$ cat config.mk
export PLATFORM = sky130hd
export DESIGN_NAME = hsl_to_rgb_converter
export DESIGN_NICKNAME = d
export VERILOG_FILES = /design/src/rtl/h2r_pkg.sv /design/src/rtl/hsl_to_rgb_converter.sv /design/src/rtl/h2r_levels.sv /design/src/rtl/h2r_channel.sv
export SDC_FILE = /design/constraint.sdc
export NUM_CORES = 2
export LEC_CHECK = 0
export BUFFER_PORTS_ARGS = -buffer_cell sky130_fd_sc_hd__buf_2
export CORE_MARGIN = 3
export CORE_UTILIZATION = 33
export DETAILED_ROUTE_END_ITERATION = 6
export GPL_TIMING_DRIVEN = 1
export PLACE_DENSITY = 0.51
export SLEW_MARGIN = 30
export SYNTH_ARGS = -nofsm -noshare
export SYNTH_HDL_FRONTEND = slang
export SYNTH_SLANG_ARGS = --single-unit
export TNS_END_PERCENT = 10
$ cat constraint.sdc
create_clock -name clk_i -period 18.77 [get_ports clk_i]
set_input_delay 0.9385 -clock clk_i [delete_from_list [all_inputs] [get_ports clk_i]]
set_output_delay 0.9385 -clock clk_i [all_outputs]
set_load 0.005 [all_outputs]
$ cat src/rtl/h2r_pkg.sv
`timescale 1ns / 1ps
// Shared constants, types and segment codes of the HSL to RGB converter.
package h2r_pkg;

  localparam int FRAC_BITS  = 16;
  localparam int HUE_W      = 16;
  localparam int VAL_W      = FRAC_BITS + 1;
  localparam int SIX_W      = FRAC_BITS + 3;
  localparam int PIPE_DEPTH = 5;

  localparam logic [VAL_W-1:0] ONE  = {1'b1, {FRAC_BITS{1'b0}}};
  localparam logic [VAL_W-1:0] HALF = {2'b01, {(FRAC_BITS - 1){1'b0}}};
  localparam logic [SIX_W-1:0] FOUR_ONE = {3'b100, {FRAC_BITS{1'b0}}};

  localparam logic [FRAC_BITS-1:0] THIRD_TURN =
    FRAC_BITS'((64'd1 << FRAC_BITS) / 64'd3);
  localparam logic [FRAC_BITS-1:0] TWO_THIRD_TURN =
    FRAC_BITS'((64'd1 << FRAC_BITS) - (64'd1 << FRAC_BITS) / 64'd3);
  localparam logic [FRAC_BITS-1:0] ZERO_TURN = '0;
  localparam logic [VAL_W-1:0] GRAY_EPS =
    VAL_W'(((64'd1 << FRAC_BITS) + 64'd99999) / 64'd100000);

  typedef enum logic [1:0] {
    SEG_RISE,
    SEG_HIGH,
    SEG_FALL,
    SEG_LOW
  } h2r_seg_e;

  typedef struct packed {
    logic             gray;
    logic [VAL_W-1:0] l;
    logic [VAL_W-1:0] hi;
    logic [VAL_W-1:0] lo;
    logic [VAL_W-1:0] d;
  } h2r_levels_t;

endpackage

$ cat src/rtl/hsl_to_rgb_converter.sv
`timescale 1ns / 1ps
// Top level of the HSL to RGB converter: transfer control and three channel lanes.
//
// Accepts one pixel on every clock cycle (busy stays low) and returns its red, green
// and blue values through five register stages, marked by done_o for one cycle.
// The stages are clamp, level multiply, level select, channel multiply and channel
// select. Hue is a 16-bit fraction of a turn, saturation and lightness are 1.16
// fixed point and are clamped to 1.0; zero saturation gives gray. The receiver
// cannot stall, so results must be taken when done_o is high.
module hsl_to_rgb_converter (
  input  logic                       clk_i,
  input  logic                       rst_ni,
  input  logic                       start,
  output logic                       busy,
  input  logic [h2r_pkg::HUE_W-1:0]  hue_i,
  input  logic [h2r_pkg::VAL_W-1:0]  saturation_i,
  input  logic [h2r_pkg::VAL_W-1:0]  lightness_i,
  output logic                       done_o,
  output logic [h2r_pkg::VAL_W-1:0]  red_o,
  output logic [h2r_pkg::VAL_W-1:0]  green_o,
  output logic [h2r_pkg::VAL_W-1:0]  blue_o
);

  logic [h2r_pkg::PIPE_DEPTH-1:0] valid_d, valid_q;
  h2r_pkg::h2r_levels_t           levels;

  assign busy    = 1'b0;
  assign valid_d = {valid_q[h2r_pkg::PIPE_DEPTH-2:0], start & ~busy};
  assign done_o  = valid_q[h2r_pkg::PIPE_DEPTH-1];

  always_ff @(posedge clk_i or negedge rst_ni) begin
    if (!rst_ni) begin
      valid_q <= '0;
    end else begin
      valid_q <= valid_d;
    end
  end

  h2r_levels u_levels (
    .clk_i        (clk_i),
    .saturation_i (saturation_i),
    .lightness_i  (lightness_i),
    .levels_o     (levels)
  );

  h2r_channel u_red (
    .clk_i     (clk_i),
    .hue_i     (hue_i),
    .offset_i  (h2r_pkg::THIRD_TURN),
    .levels_i  (levels),
    .channel_o (red_o)
  );

  h2r_channel u_green (
    .clk_i     (clk_i),
    .hue_i     (hue_i),
    .offset_i  (h2r_pkg::ZERO_TURN),
    .levels_i  (levels),
    .channel_o (green_o)
  );

  h2r_channel u_blue (
    .clk_i     (clk_i),
    .hue_i     (hue_i),
    .offset_i  (h2r_pkg::TWO_THIRD_TURN),
    .levels_i  (levels),
    .channel_o (blue_o)
  );

  a_done_follows_transfer: assert property (@(posedge clk_i) disable iff (!rst_ni)
    (start && !busy) |-> ##(h2r_pkg::PIPE_DEPTH) done_o)
    else $error("transfer did not produce a result");

  a_done_has_transfer: assert property (@(posedge clk_i) disable iff (!rst_ni)
    done_o |-> $past(start, h2r_pkg::PIPE_DEPTH))
    else $error("result without a transfer");

  a_gray_equal: assert property (@(posedge clk_i) disable iff (!rst_ni)
    (start && !busy && saturation_i == '0)
      |-> ##(h2r_pkg::PIPE_DEPTH) (red_o == green_o && green_o == blue_o))
    else $error("gray pixel gave unequal channels");

  a_out_range: assert property (@(posedge clk_i) disable iff (!rst_ni)
    done_o |-> (red_o <= h2r_pkg::ONE && green_o <= h2r_pkg::ONE
                && blue_o <= h2r_pkg::ONE))
    else $error("channel above full scale");

endmodule

$ cat src/rtl/h2r_levels.sv
`timescale 1ns / 1ps
// Three-stage pipeline that derives the high and low levels from saturation and lightness.
module h2r_levels (
  input  logic                         clk_i,
  input  logic [h2r_pkg::VAL_W-1:0]    saturation_i,
  input  logic [h2r_pkg::VAL_W-1:0]    lightness_i,
  output h2r_pkg::h2r_levels_t         levels_o
);

  localparam int PROD_W = 2 * h2r_pkg::VAL_W + 1;

  logic [h2r_pkg::VAL_W-1:0] s_a_d, l_a_d, s_a_q, l_a_q;
  logic                      low_a_d, gray_a_d, low_a_q, gray_a_q;

  logic [h2r_pkg::VAL_W:0]   mult_op;
  logic [PROD_W-1:0]         prod_b_d, prod_b_q;
  logic [h2r_pkg::VAL_W-1:0] s_b_q, l_b_q;
  logic                      low_b_q, gray_b_q;

  logic [h2r_pkg::VAL_W:0]   p_c, sum_c;
  logic [h2r_pkg::VAL_W-1:0] hi_c, e_c;
  h2r_pkg::h2r_levels_t      levels_d, levels_q;

  always_comb begin
    s_a_d    = (saturation_i > h2r_pkg::ONE) ? h2r_pkg::ONE : saturation_i;
    l_a_d    = (lightness_i > h2r_pkg::ONE) ? h2r_pkg::ONE : lightness_i;
    low_a_d  = (l_a_d < h2r_pkg::HALF);
    gray_a_d = (s_a_d < h2r_pkg::GRAY_EPS);
  end

  always_ff @(posedge clk_i) begin
    s_a_q    <= s_a_d;
    l_a_q    <= l_a_d;
    low_a_q  <= low_a_d;
    gray_a_q <= gray_a_d;
  end

  always_comb begin
    mult_op  = low_a_q ? ({1'b0, s_a_q} + {1'b0, h2r_pkg::ONE}) : {1'b0, s_a_q};
    prod_b_d = PROD_W'(l_a_q) * PROD_W'(mult_op);
  end

  always_ff @(posedge clk_i) begin
    prod_b_q <= prod_b_d;
    s_b_q    <= s_a_q;
    l_b_q    <= l_a_q;
    low_b_q  <= low_a_q;
    gray_b_q <= gray_a_q;
  end

  always_comb begin
    p_c   = prod_b_q[h2r_pkg::FRAC_BITS +: h2r_pkg::VAL_W + 1];
    sum_c = {1'b0, l_b_q} + {1'b0, s_b_q} - p_c;
    hi_c  = low_b_q ? p_c[h2r_pkg::VAL_W-1:0] : sum_c[h2r_pkg::VAL_W-1:0];
    e_c   = hi_c - l_b_q;
    levels_d.gray = gray_b_q;
    levels_d.l    = l_b_q;
    levels_d.hi   = hi_c;
    levels_d.lo   = l_b_q - e_c;
    levels_d.d    = {e_c[h2r_pkg::VAL_W-2:0], 1'b0};
  end

  always_ff @(posedge clk_i) begin
    levels_q <= levels_d;
  end

  assign levels_o = levels_q;

endmodule

$ cat src/rtl/h2r_channel.sv
`timescale 1ns / 1ps
// Five-stage lane that applies the piecewise-linear hue rule to one color channel.
module h2r_channel (
  input  logic                          clk_i,
  input  logic [h2r_pkg::HUE_W-1:0]     hue_i,
  input  logic [h2r_pkg::FRAC_BITS-1:0] offset_i,
  input  h2r_pkg::h2r_levels_t          levels_i,
  output logic [h2r_pkg::VAL_W-1:0]     channel_o
);

  localparam int MUL_W = 2 * h2r_pkg::VAL_W;

  logic [h2r_pkg::FRAC_BITS-1:0] x_a_q;

  logic [h2r_pkg::SIX_W-1:0]     six_b;
  h2r_pkg::h2r_seg_e             seg_b_d, seg_b_q, seg_c_q, seg_d_q;
  logic [h2r_pkg::VAL_W-1:0]     fac_b_d, fac_b_q, fac_c_q;

  logic [MUL_W-1:0]              prod_d_d, prod_d_q;
  h2r_pkg::h2r_levels_t          lv_d_q;

  logic [h2r_pkg::VAL_W-1:0]     ramp_e, chan_d, chan_q;

  always_ff @(posedge clk_i) begin
    x_a_q <= hue_i[h2r_pkg::FRAC_BITS-1:0] + offset_i;
  end

  always_comb begin
    six_b = (h2r_pkg::SIX_W'(x_a_q) << 2) + (h2r_pkg::SIX_W'(x_a_q) << 1);
    if (six_b < h2r_pkg::SIX_W'(h2r_pkg::ONE)) begin
      seg_b_d = h2r_pkg::SEG_RISE;
    end else if (!x_a_q[h2r_pkg::FRAC_BITS-1]) begin
      seg_b_d = h2r_pkg::SEG_HIGH;
    end else if (six_b < h2r_pkg::FOUR_ONE) begin
      seg_b_d = h2r_pkg::SEG_FALL;
    end else begin
      seg_b_d = h2r_pkg::SEG_LOW;
    end
    if (seg_b_d == h2r_pkg::SEG_RISE) begin
      fac_b_d = six_b[h2r_pkg::VAL_W-1:0];
    end else begin
      fac_b_d = h2r_pkg::VAL_W'(h2r_pkg::FOUR_ONE - six_b);
    end
  end

  always_ff @(posedge clk_i) begin
    seg_b_q <= seg_b_d;
    fac_b_q <= fac_b_d;
    seg_c_q <= seg_b_q;
    fac_c_q <= fac_b_q;
  end

  assign prod_d_d = MUL_W'(levels_i.d) * MUL_W'(fac_c_q);

  always_ff @(posedge clk_i) begin
    prod_d_q <= prod_d_d;
    seg_d_q  <= seg_c_q;
    lv_d_q   <= levels_i;
  end

  always_comb begin
    ramp_e = h2r_pkg::VAL_W'({1'b0, lv_d_q.lo}
                             + prod_d_q[h2r_pkg::FRAC_BITS +: h2r_pkg::VAL_W + 1]);
    case (seg_d_q)
      h2r_pkg::SEG_RISE: chan_d = ramp_e;
      h2r_pkg::SEG_HIGH: chan_d = lv_d_q.hi;
      h2r_pkg::SEG_FALL: chan_d = ramp_e;
      h2r_pkg::SEG_LOW:  chan_d = lv_d_q.lo;
      default:           chan_d = lv_d_q.lo;
    endcase
    if (lv_d_q.gray) begin
      chan_d = lv_d_q.l;
    end
  end

  always_ff @(posedge clk_i) begin
    chan_q <= chan_d;
  end

  assign channel_o = chan_q;

endmodule
==> summary.txt <==
Critical path
  • CP startpoint: u_levels.s_a_q[11]
  • WP data arrival: between 7 and 8 ns
  • R2r worst-path depth: 21
  • Crit path required time: between 15 and 20 ns
  • Worst reg2reg startpoint: u_levels.s_a_q[11]
  • Crit end category: register
  • R2R setup slack: around 12 ns
  • WS Path Type: reg2reg
  • R2r endpoint: u_levels.prod_b_q[29]
  • Worst-path fanout max: 18
  • Critical Path Source Type: register
  • CP Capture Point: u_levels.prod_b_q[29]

Routing
  • # DRC: 0
  • Vias per Instance: between 4 and 5
  • Post-route ant nets: 0
  • Initial drt markers: 1883
  • Length of the first detailed-routing pass in iterations: 5
  • Total wire length: approximately 140 mm
  • Drt wl/cell: approximately 18 um
  • Via count: between 30000 and 40000

Clock network
  • Clock sink count: between 400 and 500
  • Clk Latency, worst-skew pair: roughly 0.69 ns
  • Htree depth: 2
  • Worst-case clock buffer depth: 3
  • Clock Pin Slew Worst Setup and Hold Paths: roughly 0.060 ns
  • CTS tree: done
  • Clk root buf: clkbuf_16
  • Num CTS Buffers: 57

GRT
  • M1 GR Usage: between 20 and 30%
  • Global Route Usage Sum: roughly 18%
  • Met2 usage: 28.2%
  • Top Usage Layer GRT: met2
  • Largest net degree at the start of global routing: 48
  • Grt ovf: 0
  • GR met3 Demand/Resource: about 2%
  • First-pass GRT wire length: about 230 mm
  • Initial antenna violation count: 5
  • Vias in the first global route: slightly below 40000

STA
  • Hold Vio Cnt, Final: 0
  • Fraction of the cycle the final worst path needs: 37.5%
  • Hold WS: between 0.2 and 0.3 ns
  • Fin Setup TNS: 0 ns
  • Slew Limit Headroom: roughly 32%
  • # setup viols final: 0
  • Slew Limit Fails: 0
  • Tmin final: ~7.0 ns
  • RSZ-0062 raised after global routing: false
  • Worst-Margin Slew: 1.01 ns
  • Max Clock Skew: ~0.075 ns
  • FMAX: 142 MHz

Logic synthesis
  • Seq/Total Area, Yosys: roughly 18%
  • Cell accounting for the most synthesized area: fa_1
  • Synth Net Count: just over 7000
  • Yosys warns: 0
  • Seq cells post-synth: ~480
  • Synthesized instance count: between 5000 and 6000
  • Number of flops mapped to enable cells by yosys: 0
  • Fraction of registers with async set/reset: approximately 1.1%
  • Post-synth design cell area: ~0.053 mm^2
  • Unique cell type count in the Yosys netlist: ~90
  • Top post-synthesis cells by area: fa_1 (32%), dfxtp_1 (18%), ha_1 (13%)
  • Mean Syn Cell Area: 9.28 um^2
  • Top_reg_cell synth: dfxtp_1
  • Share of the synthesized area in the top cell type: 31.8%

Layout
  • Post-route cell area: ~0.057 mm^2
  • NumNets Final: about 7000
  • Post-route insts no fill: around 7800
  • Layout fillers: 15900
  • Max reg flops: 68
  • Fraction of layout cells with a size suffix above 1: 5.23%
  • P&R area growth vs syn: 8.81%
  • Diodes inserted: 0

Die
  • Die area: roughly 0.16 mm^2
  • Die Ht: 405 um
  • Row count: 145
  • Die X: between 400 and 500 um
  • CORE AREA: 0.157 mm^2
  • I/O pins: between 100 and 150
  • Initial Util: roughly a third

Run
  • MaxCap Viol Count: 0

Status
  • Outcome: finished, final reports clean

Placement
  • Cells after DPL: 7653
  • I/O Buffers: 104
  • Post-DP HPWL: approximately 110 mm
  • Routability Congestion: roughly 0.86
  • Area after DPL: 0.0552 mm^2

Hold path
  • Hold crit path type: reg2reg
## Yosys cell counts (18+ instances only)
master / count
inv_1: 1075
fa_1: 836
nand2_1: 697
ha_1: 536
and2_1: 478
dfxtp_1: 470
clkbuf_1: 210
xnor2_1: 182
a21oi_1: 158
nor2_1: 142
o21ai_0: 117
xor2_1: 76
a21o_1: 69
nor3_1: 62
nor2b_1: 60
mux2i_1: 48
o21a_1: 44
o21bai_1: 40
nand3_1: 33
a31oi_1: 24
nand2b_1: 24
and3_1: 22
o211ai_1: 21
a211oi_1: 19
nor4_1: 18
## layer usage
metal,share of wire (%),wire (um)
met5,0.0091,13
met4,1.9,2730
met3,4.3,6180
met2,45,63600
met1,49,69700
## stage by stage
| stage | setup WS (ns) | utilization [%] |
|---|---|---|
| 6_report | 11.74 | 36.4 |
| 5_1_grt | 11.21 | 36.4 |
| 4_1_cts | 11.69 | 36.4 |
| 3_5_place_dp | 11.75 | 35.1 |
| 3_3_place_gp | 11.61 | 35.1 |
| 2_1_floorplan | 12.41 | - |
## how the worst min path moves through the flow
stage                                     to  slack [ns]             startpoint  cells past startpoint
after CTS                   u_red.lv_d_q[30]        0.27  u_levels.levels_o[30]                      0
after detailed placement   u_blue.fac_c_q[3]        0.31      u_blue.fac_b_q[3]                      0
final                       u_red.lv_d_q[30]        0.29  u_levels.levels_o[30]                      0
after floorplan           u_blue.fac_c_q[10]        0.31     u_blue.fac_b_q[10]                      0
after global routing        u_red.lv_d_q[30]        0.28  u_levels.levels_o[30]                      0
after global placement      u_red.fac_c_q[4]        0.31       u_red.fac_b_q[4]                      0
## cells in the final DEF, fill, tap and decap left out, drive strengths merged, types with 18 or more instances in the layout
master,synthesis,layout
inv,1075,1086
fa,836,836
nand2,697,697
ha,536,536
and2,478,478
dfxtp,470,470
xnor2,182,182
a21oi,161,161
nor2,142,142
buf,7,137
o21ai,132,132
xor2,76,76
a21o,69,69
clkbuf,210,69
nor3,64,64
nor2b,60,60
mux2i,49,49
o21a,44,44
o21bai,40,40
nand3,33,33
nand2b,24,24
a31oi,24,24
and3,23,23
o211ai,21,21
a211oi,21,21
nor4,18,18
clkinv,1,18
## layout make-up
| cell class | count | area, um^2 | area share, % |
|---|---|---|---|
| Clock inverter | 38 | 517 | 0.902 |
| Clock buffer | 69 | 1570 | 2.74 |
| Sequential cell | 475 | 9550 | 16.7 |
| Tap cell | 2058 | 2570 | 4.49 |
| Inverter | 1076 | 4040 | 7.05 |
| Multi-Input combinational cell | 3907 | 38300 | 66.8 |
| Timing Repair Buffer | 138 | 778 | 1.36 |
## what timing repair did
action / in CTS / in global routing
hold buffers: 1 / 0
setup buffers: 0 / 0
gates resized for setup: 0 / 0
endpoints found under the hold margin: 1 / 0
## critical path, cell delays in order (launching register included)
cell and delay (ns):
dfxtp_1 0.98, nand2_1 0.18, fa_1 0.55, fa_1 0.52, fa_1 0.52, inv_1 0.06, fa_1 0.49, fa_1 0.49
inv_1 0.05, fa_1 0.47, inv_1 0.04, ha_1 0.32, a21o_1 0.19, a21o_1 0.16, a21oi_1 0.22, nand2_1 0.09
a211oi_1 0.32, nor3b_1 0.21, o31ai_1 0.48, o21ai_0 0.24, a21oi_1 0.22, xnor2_1 0.13
## kinds of logic (layout without fill, tap and decap cells)
kind of cell | count (synthesis) | in the layout | synth area share [%]
other | 1 | 1 | 0.00712
DFF | 475 | 475 | 18.1
and+or+nand+nor | 1614 | 1614 | 15.1
muxes | 55 | 55 | 1.07
AOI/OAI and AO/OA | 604 | 604 | 7.54
adders and majority gates | 1375 | 1375 | 44.6
buffers and inverters | 1293 | 1321 | 9.25
xor gates and xnor gates | 258 | 258 | 4.29
Power is left out: the tool's default activity adds up to more than one toggle a clock period on the data nets, which glitch-free logic cannot reach.
